<file path="src/hdl/col_pkg.sv">
// Shared types and constants of the circular ordered list engine.
package col_pkg;

  localparam int OP_BITS     = 3;
  localparam int VALUE_BITS  = 32;
  localparam int POS_BITS    = 4;
  localparam int COUNT_BITS  = 5;
  localparam int STATUS_BITS = 2;

  typedef enum logic [OP_BITS-1:0] {
    OP_INS_FRONT = 3'd0,
    OP_INS_BACK  = 3'd1,
    OP_REM_FRONT = 3'd2,
    OP_REM_BACK  = 3'd3,
    OP_DELETE    = 3'd4,
    OP_SEARCH    = 3'd5
  } op_t;

  typedef enum logic [STATUS_BITS-1:0] {
    ST_OK        = 2'd0,
    ST_FULL      = 2'd1,
    ST_EMPTY     = 2'd2,
    ST_NOT_FOUND = 2'd3
  } status_t;

  typedef enum logic [2:0] {
    S_IDLE,
    S_EXEC,
    S_SCAN,
    S_SHIFT,
    S_FINISH
  } state_t;

  typedef struct packed {
    logic load;
    logic exec;
    logic scan;
    logic shift;
    logic finish;
  } ctl_t;

  typedef struct packed {
    op_t  op;
    logic hit;
    logic walk_done;
  } stat_t;

endpackage

</file>
<file path="src/hdl/col_req_if.sv">
// Request channel carrying one list operation per item.
interface col_req_if
  import col_pkg::*;
();
  logic                         valid;
  logic                         ready;
  logic [OP_BITS-1:0]           operation;
  logic signed [VALUE_BITS-1:0] value;

  modport source (output valid, operation, value, input ready);
  modport sink   (input valid, operation, value, output ready);
endinterface

</file>
<file path="src/hdl/col_rsp_if.sv">
// Response channel carrying one result per operation.
interface col_rsp_if
  import col_pkg::*;
();
  logic                         valid;
  logic                         ready;
  logic signed [VALUE_BITS-1:0] removed_value;
  logic                         found;
  logic [POS_BITS-1:0]          position;
  logic [COUNT_BITS-1:0]        element_count;
  logic [STATUS_BITS-1:0]       status;

  modport source (output valid, removed_value, found, position, element_count, status,
                  input ready);
  modport sink   (input valid, removed_value, found, position, element_count, status,
                  output ready);
endinterface

</file>
<file path="src/hdl/col_datapath.sv">
// Datapath of the list engine: ring storage, pointers, walk counter and result registers.
module col_datapath
  import col_pkg::*;
#(
  parameter int CAPACITY    = 16,
  parameter int VALUE_WIDTH = 32
) (
  input  logic                          clk,
  input  logic                          rst,
  input  ctl_t                          ctl,
  output stat_t                         stat,
  input  logic [OP_BITS-1:0]            operation,
  input  logic signed [VALUE_BITS-1:0]  value,
  output logic signed [VALUE_BITS-1:0]  removed_value,
  output logic                          found,
  output logic [POS_BITS-1:0]           position,
  output logic [COUNT_BITS-1:0]         element_count,
  output logic [STATUS_BITS-1:0]        status
);

  localparam int IW = $clog2(CAPACITY);
  localparam int CW = $clog2(CAPACITY + 1);
  localparam int SW = CW + 1;
  localparam logic [CW-1:0] CAP_C  = CW'(CAPACITY);
  localparam logic [IW-1:0] LAST_C = IW'(CAPACITY - 1);

  logic [VALUE_WIDTH-1:0] mem [CAPACITY];

  op_t                    op_q;
  logic [VALUE_WIDTH-1:0] val_q;
  logic [VALUE_WIDTH-1:0] rd_data;
  logic [IW-1:0]          front;
  logic [CW-1:0]          count;
  logic [CW-1:0]          idx;
  logic [CW-1:0]          rd_off;
  logic [CW-1:0]          pos;
  logic                   rd_valid;
  logic                   fail;
  logic                   hit_seen;

  logic                   is_ins;
  logic                   is_rem;
  logic                   full;
  logic                   empty;
  logic                   hit;
  logic                   issue;
  logic                   rd_en;
  logic                   wr_en;
  logic [IW-1:0]          rd_addr;
  logic [IW-1:0]          wr_addr;
  logic [VALUE_WIDTH-1:0] wr_data;
  logic [IW-1:0]          front_dec;
  logic [CW-1:0]          count_fin;
  status_t                status_fin;

  function automatic logic [IW-1:0] slot(input logic [IW-1:0] base, input logic [CW-1:0] off);
    logic [SW-1:0] sum;
    sum = SW'(base) + SW'(off);
    if (sum >= SW'(CAPACITY)) begin
      sum = sum - SW'(CAPACITY);
    end
    return sum[IW-1:0];
  endfunction

  always_comb begin
    is_ins    = (op_q == OP_INS_FRONT) || (op_q == OP_INS_BACK);
    is_rem    = (op_q == OP_REM_FRONT) || (op_q == OP_REM_BACK);
    full      = (count == CAP_C);
    empty     = (count == '0);
    hit       = ctl.scan && rd_valid && (rd_data == val_q);
    issue     = (ctl.scan && (idx < count) && !hit) || (ctl.shift && (idx < count));
    front_dec = (front == '0) ? LAST_C : front - IW'(1);

    rd_en = (ctl.exec && is_rem && !empty) || issue;
    if (ctl.scan || ctl.shift) begin
      rd_addr = slot(front, idx);
    end else if (op_q == OP_REM_FRONT) begin
      rd_addr = front;
    end else begin
      rd_addr = slot(front, count - CW'(1));
    end

    wr_en = (ctl.exec && is_ins && !full) || (ctl.shift && rd_valid);
    if (ctl.shift) begin
      wr_addr = slot(front, rd_off - CW'(1));
      wr_data = rd_data;
    end else if (op_q == OP_INS_FRONT) begin
      wr_addr = front_dec;
      wr_data = val_q;
    end else begin
      wr_addr = slot(front, count);
      wr_data = val_q;
    end

    count_fin = count;
    if ((is_rem && !fail) || ((op_q == OP_DELETE) && hit_seen)) begin
      count_fin = count - CW'(1);
    end

    if (is_ins && fail) begin
      status_fin = ST_FULL;
    end else if (is_rem && fail) begin
      status_fin = ST_EMPTY;
    end else if (((op_q == OP_DELETE) || (op_q == OP_SEARCH)) && !hit_seen) begin
      status_fin = ST_NOT_FOUND;
    end else begin
      status_fin = ST_OK;
    end

    stat.op        = op_q;
    stat.hit       = hit;
    stat.walk_done = !rd_valid && (idx == count);
  end

  always_ff @(posedge clk) begin
    if (wr_en) begin
      mem[wr_addr] <= wr_data;
    end
    if (rd_en) begin
      rd_data <= mem[rd_addr];
    end
  end

  always_ff @(posedge clk) begin
    if (ctl.load) begin
      op_q  <= op_t'(operation);
      val_q <= VALUE_WIDTH'(value);
    end
    if (ctl.finish) begin
      removed_value <= (is_rem && !fail) ? VALUE_BITS'($signed(rd_data)) : '0;
      found         <= hit_seen;
      position      <= hit_seen ? POS_BITS'(pos) : '0;
      element_count <= COUNT_BITS'(count_fin);
      status        <= status_fin;
    end
  end

  always_ff @(posedge clk) begin
    if (rst) begin
      front    <= '0;
      count    <= '0;
      idx      <= '0;
      rd_off   <= '0;
      pos      <= '0;
      rd_valid <= 1'b0;
      fail     <= 1'b0;
      hit_seen <= 1'b0;
    end else begin
      if (ctl.load) begin
        idx      <= '0;
        pos      <= '0;
        rd_valid <= 1'b0;
        fail     <= 1'b0;
        hit_seen <= 1'b0;
      end
      if (ctl.exec) begin
        fail <= (is_ins && full) || (is_rem && empty);
        if (is_ins && !full) begin
          count <= count + CW'(1);
          if (op_q == OP_INS_FRONT) begin
            front <= front_dec;
          end
        end
      end
      if (ctl.scan || ctl.shift) begin
        rd_valid <= issue;
        if (issue) begin
          rd_off <= idx;
          idx    <= idx + CW'(1);
        end
      end
      if (hit) begin
        hit_seen <= 1'b1;
        pos      <= rd_off;
        idx      <= rd_off + CW'(1);
      end
      if (ctl.finish) begin
        count <= count_fin;
        if ((op_q == OP_REM_FRONT) && !fail) begin
          front <= slot(front, CW'(1));
        end
      end
    end
  end

endmodule

</file>
<file path="src/hdl/col_controller.sv">
// Controller of the list engine: sequences each operation and owns the handshakes.
module col_controller
  import col_pkg::*;
(
  input  logic  clk,
  input  logic  rst,
  input  logic  in_valid,
  output logic  in_ready,
  output logic  out_valid,
  input  logic  out_ready,
  output ctl_t  ctl,
  input  stat_t stat
);

  state_t state;
  state_t state_next;
  logic   out_valid_next;

  always_ff @(posedge clk) begin
    if (rst) begin
      state     <= S_IDLE;
      out_valid <= 1'b0;
    end else begin
      state     <= state_next;
      out_valid <= out_valid_next;
    end
  end

  always_comb begin
    state_next = state;
    ctl        = '0;
    in_ready   = 1'b0;
    case (state)
      S_IDLE: begin
        in_ready = 1'b1;
        if (in_valid) begin
          ctl.load   = 1'b1;
          state_next = S_EXEC;
        end
      end
      S_EXEC: begin
        ctl.exec = 1'b1;
        if ((stat.op == OP_DELETE) || (stat.op == OP_SEARCH)) begin
          state_next = S_SCAN;
        end else begin
          state_next = S_FINISH;
        end
      end
      S_SCAN: begin
        ctl.scan = 1'b1;
        if (stat.hit) begin
          state_next = (stat.op == OP_DELETE) ? S_SHIFT : S_FINISH;
        end else if (stat.walk_done) begin
          state_next = S_FINISH;
        end
      end
      S_SHIFT: begin
        ctl.shift = 1'b1;
        if (stat.walk_done) begin
          state_next = S_FINISH;
        end
      end
      S_FINISH: begin
        if (!out_valid || out_ready) begin
          ctl.finish = 1'b1;
          state_next = S_IDLE;
        end
      end
      default: begin
        state_next = S_IDLE;
      end
    endcase
    out_valid_next = ctl.finish || (out_valid && !out_ready);
  end

endmodule

</file>
<file path="src/hdl/circular_ordered_list_engine_unit.sv">
// Top level of the circular ordered list engine.
//
//   Channel   | Dir | Payload
//   ----------+-----+--------------------------------------------------------
//   request   | in  | operation, value
//   response  | out | removed_value, found, position, element_count, status
//
// Inserts, removals and unused codes pass from acceptance through an execute step to a registered result;
// search then reads entries in order up to a match or the end of the list before its result.
// Delete then moves the entries after the match toward the front, one slot each.
// The walk is set by the single read port of the ring storage, one entry per cycle.
// Reset empties the list at once; storage holds no reset value.
// A new item is accepted while the previous result waits for the response side.
module circular_ordered_list_engine_unit
  import col_pkg::*;
#(
  parameter int CAPACITY    = 16,
  parameter int VALUE_WIDTH = 32
) (
  input logic        clk,
  input logic        rst,
  col_req_if.sink    request,
  col_rsp_if.source  response
);

  ctl_t  ctl;
  stat_t stat;

  col_controller u_ctrl (
    .clk       (clk),
    .rst       (rst),
    .in_valid  (request.valid),
    .in_ready  (request.ready),
    .out_valid (response.valid),
    .out_ready (response.ready),
    .ctl       (ctl),
    .stat      (stat)
  );

  col_datapath #(
    .CAPACITY    (CAPACITY),
    .VALUE_WIDTH (VALUE_WIDTH)
  ) u_dp (
    .clk           (clk),
    .rst           (rst),
    .ctl           (ctl),
    .stat          (stat),
    .operation     (request.operation),
    .value         (request.value),
    .removed_value (response.removed_value),
    .found         (response.found),
    .position      (response.position),
    .element_count (response.element_count),
    .status        (response.status)
  );

endmodule

</file>
<file path="src/flat_wrapper.sv">
// flat-port wrapper written by rule: the top's interface ports become plain ports
module circular_ordered_list_engine_unit_flat import col_pkg::*;
#(
  parameter int CAPACITY    = 16,
  parameter int VALUE_WIDTH = 32
)
  (clk, rst, request_valid, request_operation, request_value, request_ready, response_valid, response_removed_value, response_found, response_position, response_element_count, response_status, response_ready);
  col_req_if request_i ();
  col_rsp_if response_i ();
  input logic clk;
  input logic rst;
  input wire logic [$bits(request_i.valid)-1:0] request_valid;
  input wire logic [$bits(request_i.operation)-1:0] request_operation;
  input wire logic [$bits(request_i.value)-1:0] request_value;
  output wire logic [$bits(request_i.ready)-1:0] request_ready;
  output wire logic [$bits(response_i.valid)-1:0] response_valid;
  output wire logic [$bits(response_i.removed_value)-1:0] response_removed_value;
  output wire logic [$bits(response_i.found)-1:0] response_found;
  output wire logic [$bits(response_i.position)-1:0] response_position;
  output wire logic [$bits(response_i.element_count)-1:0] response_element_count;
  output wire logic [$bits(response_i.status)-1:0] response_status;
  input wire logic [$bits(response_i.ready)-1:0] response_ready;
  assign request_i.valid = request_valid;
  assign request_i.operation = request_operation;
  assign request_i.value = request_value;
  assign request_ready = request_i.ready;
  assign response_valid = response_i.valid;
  assign response_removed_value = response_i.removed_value;
  assign response_found = response_i.found;
  assign response_position = response_i.position;
  assign response_element_count = response_i.element_count;
  assign response_status = response_i.status;
  assign response_i.ready = response_ready;
  circular_ordered_list_engine_unit #(.CAPACITY(CAPACITY), .VALUE_WIDTH(VALUE_WIDTH)) u_core (.clk(clk), .rst(rst), .request(request_i), .response(response_i));
endmodule
</file>
<file path="config.mk">
export PLATFORM = sky130hd
export DESIGN_NAME = circular_ordered_list_engine_unit_flat
export DESIGN_NICKNAME = d
export VERILOG_FILES = /design/src/hdl/col_pkg.sv /design/src/hdl/col_req_if.sv /design/src/hdl/col_rsp_if.sv /design/src/hdl/col_datapath.sv /design/src/hdl/col_controller.sv /design/src/hdl/circular_ordered_list_engine_unit.sv /design/src/flat_wrapper.sv
export SDC_FILE = /design/constraint.sdc
export NUM_CORES = 1
export LEC_CHECK = 0
export ABC_AREA = 1
export BUFFER_PORTS_ARGS = -buffer_cell sky130_fd_sc_hd__buf_2
export CAP_MARGIN = 40
export CORE_UTILIZATION = 55
export DETAILED_ROUTE_END_ITERATION = 10
export GPL_TIMING_DRIVEN = 0
export PLACE_DENSITY = 0.7
export SLEW_MARGIN = 20
export SYNTH_ARGS = -nofsm -noshare
export SYNTH_HDL_FRONTEND = slang
export SYNTH_SLANG_ARGS = --single-unit
</file>
<file path="constraint.sdc">
create_clock -name clk -period 8.5 [get_ports clk]
set_clock_uncertainty 0.05 [all_clocks]
set_input_delay 0.425 -clock clk [delete_from_list [all_inputs] [get_ports clk]]
set_output_delay 0.425 -clock clk [all_outputs]
set_load 0.1 [all_outputs]
</file>
; After elaboration in Yosys (flattened, before gate mapping)
; Memories as Yosys holds them, arrays and structs flattened. A register that Yosys moved wholly into a read port is not among the register bits.
; Cells that the tools add are included.
[totals]
ramBits = 512
output_inout_bits = 46
latch_bits = 0
reg_bits = 109
mem_count = 1
inputBits = 39
romBits = 0
[op_classes]
bitwise = 0
n_eq_ne = 14
muxes = 49
n_addsub = 16
n_div = 0
order_cmp = 6
multipliers = 0
shifts = 0
reduce_logical = 52
[mem_list]
columns = memory, depth, width, read_ports, rd_ports_with_merged_regs, write_ports, line
row1 = u_core.u_dp.mem, 16, 32, 1, 1, 1, col_datapath.sv:27  ; logic [VALUE_WIDTH-1:0] mem [CAPACITY];
[op_table]
columns = operator, count
row1 = 4-bit 2-to-1 mux, 17
row2 = 5-bit 2-to-1 mux, 8
row3 = 32-bit equality test, 1
row4 = 32-bit 2-to-1 mux, 1
row5 = 4-bit by 5-bit adder with 6-bit output, 4
row6 = "6-bit by 5-bit greater-or-equal comparator with 1-bit output, second input constant", 4
row7 = "4-bit by 1-bit subtractor with 4-bit output, second input constant", 6
row8 = 1-bit logical AND, 21
row9 = 3-bit 2-to-1 mux, 6
row10 = "5-bit by 1-bit adder with 5-bit output, second input constant", 3
row11 = 3-bit case mux with 5 select lines, 1
row12 = 1-bit 2-to-1 mux, 14
row13 = "3-bit by 2-bit equality test with 1-bit output, second input constant", 4
row14 = 1-bit logical OR, 11
row15 = 2-bit nonzero test, 5
row16 = "5-bit by 1-bit subtractor with 5-bit output, second input constant", 2
row17 = "3-bit equality test, second input constant", 3
row18 = 1-bit zero test, 8
row19 = "3-bit by 1-bit equality test with 1-bit output, second input constant", 2
row20 = 3-bit zero test, 2
row21 = 2-bit AND reduction, 3
row22 = "4-bit by 1-bit adder with 5-bit output, second input constant", 1
row23 = 5-bit equality test, 1
row24 = "5-bit equality test, second input constant", 1
row25 = other kinds (6), 8

; Logic depth before layout (Yosys ltp)
; Gate-level depths: netlist of the first run.
[logic_depth]
depth_word = 10
depth_mapped = 16
mapped_depth_nobuf = 15

; Modules after synthesis
; A second synthesis of the first run with hierarchy kept.
[hier_totals]
hier_cells = 2487
hier_area_um2 = 28389.7
[by_module_without_submodules]
columns = mod, seq_area_each_um2, n_inst, cells_each, area_per_inst_um2
row1 = col_datapath, 19228.4, 1, 2429, 28071.9
row2 = col_controller, 80.1, 1, 58, 317.8

; Worst setup path after synthesis of the first run
; Ideal clock, no wire load.
[synth_timing]
kind = register -> register
startpoint = register u_core.u_ctrl.state[1]
endpoint = register u_core.u_dp.rd_data[0] (read register of u_core.u_dp.mem) (enable)
path_stages_with_launch = 5
t_arrival_ns = 3.321
setup_ns = 0.470
slack_ns = 4.659
t_required_ns = 7.980
path_cell_list = dfxtp_1 -> buf_4 -> nor3_2 -> inv_1 -> o31ai_1
[synth_via]
elab_chain_cells = 8
[synth_lines]
columns = element, line
row1 = from (decl), col_controller.sv:15  ; state_t state;
row2 = from (signal assigned), col_controller.sv:24  ; state <= state_next;
row3 = 3-bit by 2-bit equality test with 1-bit output, col_controller.sv:33  ; case (state)
row4 = 1-bit 2-to-1 mux, col_controller.sv:33
row5 = 1-bit logical AND (2 in series), col_datapath.sv:70  ; hit = ctl.scan && rd_valid && (rd_data == val_q);
row6 = 1-bit zero test, col_datapath.sv:71  ; issue = (ctl.scan && (idx < count) && !hit) || (ctl.shift && (idx < count));
row7 = 1-bit logical AND, col_datapath.sv:71
row8 = 1-bit logical OR, col_datapath.sv:71
row9 = 1-bit logical OR *, col_datapath.sv:74  ; rd_en = (ctl.exec && is_rem && !empty) || issue;
row10 = net u_core.u_dp.rd_en, col_datapath.sv:47  ; logic rd_en;
row11 = to (decl), col_datapath.sv:31  ; logic [VALUE_WIDTH-1:0] rd_data;
; The timed path passes the listed nets; every way through them passes the cells marked *.
; A chain may end at the register's enable or synchronous reset.

; Final worst setup path of the first run
[layout_timing]
startpoint = register u_core.u_dp.count[0]
endpoint = register u_core.u_dp.rd_data[24] (read register of u_core.u_dp.mem), data pin
[layout_via]
elab_chain_cells = 6
[layout_lines]
columns = element, line
row1 = from (decl), col_datapath.sv:33  ; logic [CW-1:0] count;
row2 = from (signal assigned), col_datapath.sv:159  ; count <= count + CW'(1);
row3 = from (signal assigned), col_datapath.sv:178  ; count <= count_fin;
row4 = 5-bit by 1-bit subtractor with 5-bit output, col_datapath.sv:80  ; rd_addr = slot(front, count - CW'(1));
row5 = 4-bit by 5-bit adder with 6-bit output, col_datapath.sv:58  ; sum = SW'(base) + SW'(off);
row6 = 6-bit by 5-bit greater-or-equal comparator with 1-bit output or 4-bit by 1-bit subtractor with 4-bit output (tied branches), "col_datapath.sv:59, col_datapath.sv:60"
row7 = 4-bit 2-to-1 mux, col_datapath.sv:59  ; if (sum >= SW'(CAPACITY)) begin
row8 = 4-bit 2-to-1 mux, col_datapath.sv:77  ; end else if (op_q == OP_REM_FRONT) begin
row9 = 4-bit 2-to-1 mux, col_datapath.sv:75  ; if (ctl.scan || ctl.shift) begin
; Several ways; a longest one is shown, not always the timed one.

==> impl_metrics.json, run 1 <==
{
  "grt_usage_pct": 30.89,
  "arrival_ns": 4.26,
  "fin_area_um2": 33070,
  "endpoint_kind": "flip-flop",
  "initial_core_util_pct": 56.15,
  "postSynthCellCount": 2440,
  "cts.clk_slew.worst_paths_ns": 0.06,
  "p_comb_share_pct": 26.3,
  "routed-via-count": 19810,
  "grt_pass1_wl_um": 119700,
  "die_w_um": 229.0,
  "diodes": 0,
  "r2r_cells": 14,
  "critPathRequiredTime_ns": 8.79,
  "hold_depth": 4,
  "cts_buffers": 69,
  "period_minus_slack_ns": 3.965,
  "ys.flop_type": "edfxtp_1",
  "grt_pass1_vias": 19410,
  "p_int_mw": 6.088,
  "fin_crit_sh_pct": 46.65,
  "p_sw_mw": 3.057,
  "antenna_found_initial": 0,
  "slew_headroom_pct": 38.78,
  "floorplan.core_area_um2": 50480,
  "h-tree-depth": 3,
  "synth_top_area_share_pct": 66.00,
  "drtIter0Drc": 2253,
  "rsz0062_at_grt": "no",
  "power_frac_clock_pct": 32.6,
  "max-vdd-ir-drop_mv": 0.1672,
  "drt-pass1-iter-count": 8,
  "clk_latency_ns": 0.61,
  "netlist_area_um2": 28350,
  "outcome": "finished, final reports clean",
  "globalRoute.totalOverflow": 0,
  "yosys-top-cells-area": "edfxtp_1, o211ai_1, nand2_1",
  "cts_buffer_depth": 3,
  "drive_gt1_share_pct": 14.12,
  "gp_congestion": 0.9248,
  "ios": 85,
  "numPortBuffers": 83,
  "sequentialPowerShare_pct": 41.0,
  "maxCapViolCount": 0,
  "p_per_area_nw_per_um2": 276.5,
  "die_y_um": 229.0,
  "synth_top_cell_by_area": "edfxtp_1",
  "clock_sinks": 653,
  "area_growth_pct": 16.67,
  "avgSynthCellArea_um2": 11.62,
  "path_max_fanout": 10,
  "syn_nets": 2508,
  "p_leak_nw": 12.95,
  "routed_via_density": 5.818,
  "cts_root_buf": "clkbuf_16",
  "multi_input_area_um2": 7268,
  "rows": 82,
  "worstSetupStartpointType": "flip-flop",
  "die-area_um2": 52450,
  "synth-async-reset-ratio_pct": 0,
  "cts_tree": "built",
  "clock.fmax_ghz": 0.2522,
  "hold_violations": 0,
  "seqCellArea_um2": 19310,
  "yosysSeqAreaShare_pct": 68.12,
  "slew_violations": 0,
  "setup_viol": 0,
  "nNetsFinal": 2746,
  "grt_max_degree": 30,
  "drt-wirelength-per-cell_um": 23.62,
  "dpl_cell_area_um2": 30480,
  "yosys_warnings": 0,
  "min-delay-path-class": "in2reg",
  "tns_ns": 0,
  "worst_pin_slew_ns": 0.9183,
  "detail_route.wirelength_um": 80430,
  "nFillCells": 3814,
  "final_util_pct": 65.52,
  "synth_edf_count": 623,
  "switching_share_pct": 33.43,
  "post-dp-hpwl_um": 55950,
  "antenna_left": 0,
  "crit_type": "reg2reg",
  "synth_cell_types": 42,
  "drc": 0,
  "synth-seq-cells": 653
}
[Yosys cell counts (7+ instances only)]
library cell and count:
edfxtp_1 623, nand2_1 455, inv_1 332, o211ai_1 256, nand3_1 236, nor2_1 105
buf_2 78, o21ai_0 65, or2_1 52, dfxtp_1 30, a21oi_1 28, clkbuf_1 25
ha_1 25, xor2_1 18, or2_2 14, xnor2_1 12, nand4_1 11, buf_4 9
nor3_1 9, buf_6 7, inv_2 7
[logic make-up (layout without fill, tap and decap cells)]
kind of cell | Yosys count | after routing | share of synthesized area [%]
AOI/OAI and AO/OA | 367 | 367 | 8.877
DFF | 653 | 653 | 68.12
buffers and inverters | 465 | 758 | 6.820
and+or+nand+nor | 896 | 896 | 13.87
adders and majority gates | 29 | 29 | 1.386
xor gates and xnor gates | 30 | 30 | 0.9269
[per-layer routing]
metal | vias to the layer above | wire length (um) | global-route usage, %
li1 | 9017 | - | -
met1 | 9500 | 31220 | 40.44
met2 | 1098 | 38470 | 50.76
met3 | 195 | 7508 | 5.341
met4 | 0 | 3228 | 13.73
met5 | - | 0 | 0
[cell usage in the layout (no fill, tap or decap), types with 13 or more instances in the layout]
cell | synthesis | final
buf_6 | 7 | 13
o211ai_1 | 256 | 256
nor2_1 | 105 | 89
ha_1 | 25 | 25
clkbuf_16 | 0 | 71
or2_2 | 14 | 14
buf_2 | 78 | 161
dlygate4sd3_1 | 0 | 35
or2_1 | 52 | 52
buf_4 | 9 | 33
buf_16 | 0 | 15
a21oi_1 | 28 | 28
clkbuf_1 | 25 | 42
o21ai_1 | 4 | 28
edfxtp_1 | 623 | 623
xor2_1 | 18 | 18
dfxtp_1 | 30 | 30
inv_1 | 332 | 330
nand2_1 | 455 | 455
o21ai_0 | 65 | 33
nand3_1 | 236 | 236
nor2_4 | 0 | 16
[power by group through the flow]
| stage | clock, mW | sequential, mW | combinational, mW |
|---|---|---|---|
| 2_1_floorplan | 0 | 3.91 | 1.30 |
| 3_3_place_gp | 0 | 3.83 | 2.21 |
| 3_5_place_dp | 0 | 3.82 | 2.32 |
| 4_1_cts | 3.00 | 3.75 | 2.35 |
| 5_1_grt | 3.13 | 3.76 | 2.54 |
| 6_report | 2.98 | 3.75 | 2.41 |
[what timing repair did]
item	4_1_cts	5_1_grt
gates resized for setup	0	0
buffers inserted	0	0
hold buffers	35	0
endpoints found under the setup margin	0	0
hold endpoints to repair	35	0
[area by class of cell]
type,instances,share of cell area [%]
well taps,672,2.542
plain buffers,125,1.986
clock buffers,90,5.648
inverters,340,3.859
repair buffers,167,4.555
flip-flops and latches,653,58.38
multi-input cells,1322,21.98
clock inverters,36,1.048
[sequential cells by signal (all words and copies together) (netlist names), 4 cells and up]
register	count
u_core.u_dp.element_count	5
u_core.u_dp.val_q	32
u_core.u_dp.position	4
u_core.u_dp.rd_off	5
u_core.u_dp.front	4
u_core.u_dp.idx	5
u_core.u_dp.removed_value	32
u_core.u_dp.rd_data	32
u_core.u_dp.mem	512
u_core.u_dp.pos	4
u_core.u_dp.count	5
[per-stage QoR]
stage          power [mW]  instances  hold slack, ns  setup slack [ns]
2_1_floorplan       5.212       2440          0.4073             4.659
3_3_place_gp        6.042       3195          0.4256             2.975
3_5_place_dp        6.139       3242          0.4293             4.663
4_1_cts             9.102       3403         0.08950             4.614
5_1_grt             9.426       3405          0.1512             4.377
6_report            9.145       3405          0.1115             4.535
[path summary, 6_finish.rpt]
check	start	end	slack, ns
worst min register to register	u_core.u_dp.pos[2]$_SDFFE_PP0P_	u_core.u_dp.pos[2]$_SDFFE_PP0P_	0.43
worst min-delay path	response_ready	u_core.u_ctrl.out_valid$_SDFF_PP0_	0.11
worst max register to register	u_core.u_dp.count[0]$_SDFFE_PP0P_	u_core.u_dp.rd_data[24]$_DFFE_PP_	4.54
worst max-delay path	u_core.u_dp.count[0]$_SDFFE_PP0P_	u_core.u_dp.rd_data[24]$_DFFE_PP_	4.54
[critical path, cell delays in order (launching register included)]
cell,delay [ns]
dfxtp_1,0.48
inv_1,0.18
ha_1,0.26
xor2_1,0.21
ha_1,0.30
xor2_1,0.15
nand2_1,0.05
o21ai_0,0.11
nand2_1,0.09
o21ai_0,0.20
inv_2,0.34
buf_1,0.74
nand3_1,0.16
nand3_1,0.25
nand2_1,0.10
Power figures use the tool's default switching activity.
==> inputs of run 2 (changes only) <==
clock period = 3.8 ns   (was 8.5 ns; I/O delays follow)
==> run 2 against run 1 <==
Net effect:
- register-to-register slack got worse by 4.4 ns
- critical path depth increased by 1
- flip-flop and latch count unchanged
- core utilization increased by 1.1 points
- total power increased by 130%
- clock power increased by 130%
- wire length increased by 0.44%
- cell area increased by 1.7%
- sequential power increased by 120%
- setup slack got worse by 4.4 ns
- highest routed layer unchanged
==> impl_metrics.json, run 2 (same netlist as run 1, synthesis figures left out) <==
{
  "drive_gt1_share_pct": 15.82,
  "min-delay-path-class": "in2reg",
  "reg2reg_from": "u_core.u_dp.count[0]$_SDFFE_PP0P_",
  "endpoint_kind": "flip-flop",
  "floorplan.core_area_um2": 50480,
  "nNetsFinal": 2787,
  "slew_violations": 0,
  "cts_root_buf": "clkbuf_16",
  "routed_via_density": 5.759,
  "worst_pin_slew_ns": 0.9045,
  "cts_buffer_depth": 3,
  "met2_usage_pct": 50.05,
  "detail_route.wirelength_um": 80780,
  "top_register": "u_core.u_dp.mem",
  "crit_top_cell": "nand2_1",
  "rsz0062_at_grt": "no",
  "hold_depth": 4,
  "globalRoute.totalOverflow": 0,
  "critPathRequiredTime_ns": 4.19,
  "grt_usage_pct": 30.69,
  "dpl_cell_area_um2": 30440,
  "hold_end": "u_core.u_ctrl.state[0]$_SDFFE_PP0P_",
  "arrival_ns": 4.01,
  "cts.clk_slew.worst_paths_ns": 0.06,
  "p_per_area_nw_per_um2": 611.9,
  "met3_usage_pct": 4.880,
  "die_y_um": 229.0,
  "post-dp-hpwl_um": 55520,
  "final_common_cell": "edfxtp_1",
  "maxCapViolCount": 0,
  "clk_latency_ns": 0.61,
  "period_minus_slack_ns": 3.627,
  "cts_tree": "built",
  "antenna_left": 0,
  "drt-wirelength-per-cell_um": 23.47,
  "numPortBuffers": 83,
  "p_leak_nw": 13.25,
  "slowest_stage": "dfxtp_1",
  "worstSetupStartpointType": "flip-flop",
  "clock_sinks": 653,
  "grt_pass1_wl_um": 118300,
  "area_growth_pct": 18.70,
  "gp_congestion": 0.9369,
  "routed-via-count": 19820,
  "r2r_cells": 15,
  "hold_start": "rst",
  "fin_crit_sh_pct": 95.45,
  "critPathMaxStageDelay_ns": 0.52,
  "largest_reg_flops": 512,
  "grt_pass1_vias": 19320,
  "setup_viol": 0,
  "h-tree-depth": 3,
  "tns_ns": 0,
  "cts_buffers": 69,
  "final_cell_mix": "edfxtp_1, nand2_1, inv_1, o211ai_1, nand3_1",
  "rows": 82,
  "grt_max_degree": 37,
  "drt-pass1-iter-count": 6,
  "hold_violations": 0,
  "outcome": "finished, final reports clean",
  "drtIter0Drc": 2619,
  "crit_type": "reg2reg",
  "path_max_fanout": 10,
  "path_cells": "inv_1 > ha_1 > inv_1 > ha_1 > a21o_1 > a21oi_1 > inv_1 > nand2_1 > nand3_1 > nand2_1 > nand3_1 > nand2_1 > buf_2 > nand3_1 > nand2_1",
  "die-area_um2": 52450,
  "max-vdd-ir-drop_mv": 0.3988,
  "globalRoute.busiestLayer": "met2",
  "antenna_found_initial": 0,
  "diodes": 0,
  "initial_core_util_pct": 56.15,
  "die_w_um": 229.0,
  "r2r-end": "u_core.u_dp.rd_data[23]$_DFFE_PP_",
  "grt_use_met1_pct": 41.49,
  "drc": 0,
  "clock.fmax_ghz": 0.2757,
  "ios": 85,
  "fin_area_um2": 33650,
  "slew_headroom_pct": 39.70,
  "reg2reg_slack_ns": 0.17
}
[run 2: changes by cell type in the layout (fill, tap and decap cells not counted), moves of 4 or more]
| cell | delta |
|---|---|
| buf_4 | +26 |
| buf_12 | +14 |
| clkbuf_1 | -13 |
| o21ai_2 | +11 |
| o21ai_1 | -10 |
| clkinv_1 | +8 |
| inv_6 | -5 |
| clkbuf_2 | +4 |
[run 2: per-stage QoR]
step | power, mW | hold slack (ns) | utilization, % | setup slack [ns] | std cells
2_1_floorplan | 11.66 | 0.2389 | - | 0.1319 | 2440
3_3_place_gp | 13.53 | 0.3187 | 58.65 | -1.693 | 3195
3_5_place_dp | 13.71 | 0.3182 | 60.30 | -0.02118 | 3232
4_1_cts | 20.48 | 0.1510 | 65.56 | 0.01550 | 3390
5_1_grt | 21.24 | 0.1695 | 66.66 | 0.03609 | 3441
6_report | 20.59 | 0.1330 | 66.66 | 0.1730 | 3441
[run 2: power breakdown]
| group | switching [mW] | internal [mW] | leakage (nW) | total, mW |
|---|---|---|---|---|
| Clock | 2.75 | 4.06 | 1.12 | 6.81 |
| Sequential | 0.100 | 8.30 | 5.88 | 8.40 |
| Combinational | 3.94 | 1.44 | 6.26 | 5.38 |
[run 2: how the worst max path moves through the flow]
stage                                             startpoint                                 to  slack, ns  depth (start not counted)
after floorplan           u_core.u_dp.rd_off[0]$_SDFFE_PP0P_    u_core.u_dp.mem[0][0]$_DFFE_PP_       0.13                          7
after CTS                      u_core.u_dp.op_q[0]$_DFFE_PP_  u_core.u_dp.mem[13][18]$_DFFE_PP_       0.02                         10
final                      u_core.u_dp.count[0]$_SDFFE_PP0P_  u_core.u_dp.rd_data[23]$_DFFE_PP_       0.17                         15
after global placement         u_core.u_dp.op_q[0]$_DFFE_PP_  u_core.u_dp.mem[12][23]$_DFFE_PP_      -1.69                          9
after detailed placement   u_core.u_dp.count[0]$_SDFFE_PP0P_  u_core.u_dp.rd_data[24]$_DFFE_PP_      -0.02                         14
after global routing       u_core.u_dp.count[0]$_SDFFE_PP0P_   u_core.u_dp.rd_data[8]$_DFFE_PP_       0.04                         14
[run 2: repair_timing]
action,4_1_cts,5_1_grt
resized for setup,1,11
hold buffers,37,0
pin swaps,0,12
setup buffers,0,48
endpoints found under the setup margin,2,465
endpoints found under the hold margin,37,0
gates cloned,0,1
[run 2: critical path, delay by kind of cell, from the launching register on]
family | cells | cell delay [ns]
AND/OR/NAND/NOR | 7 | 1.16
buffers and inverters | 4 | 0.73
adder cells (fa/ha/maj) | 2 | 0.61
AO/OA/AOI/OAI | 2 | 0.37
flip-flops | 1 | 0.52
[run 2: area by class of cell]
cell class              count  area [um^2]
repair buffers            207         1951
well taps                 672        840.8
inverters                 340         1276
clock buffers              79         1828
multi-input cells        1323         7321
fillers                  3733        16830
plain buffers             125        665.6
flip-flops and latches    653        19310
clock inverters            42        456.7
[run 2: routing by layer]
metal  vias to the layer above  share of wire, %  routed length (um)
li1                       9091                 -                   -
met1                      9521                40               32330
met2                      1030                48               38620
met3                       174               8.8                7108
met4                         0               3.4                2715
met5                         -                 0                   0
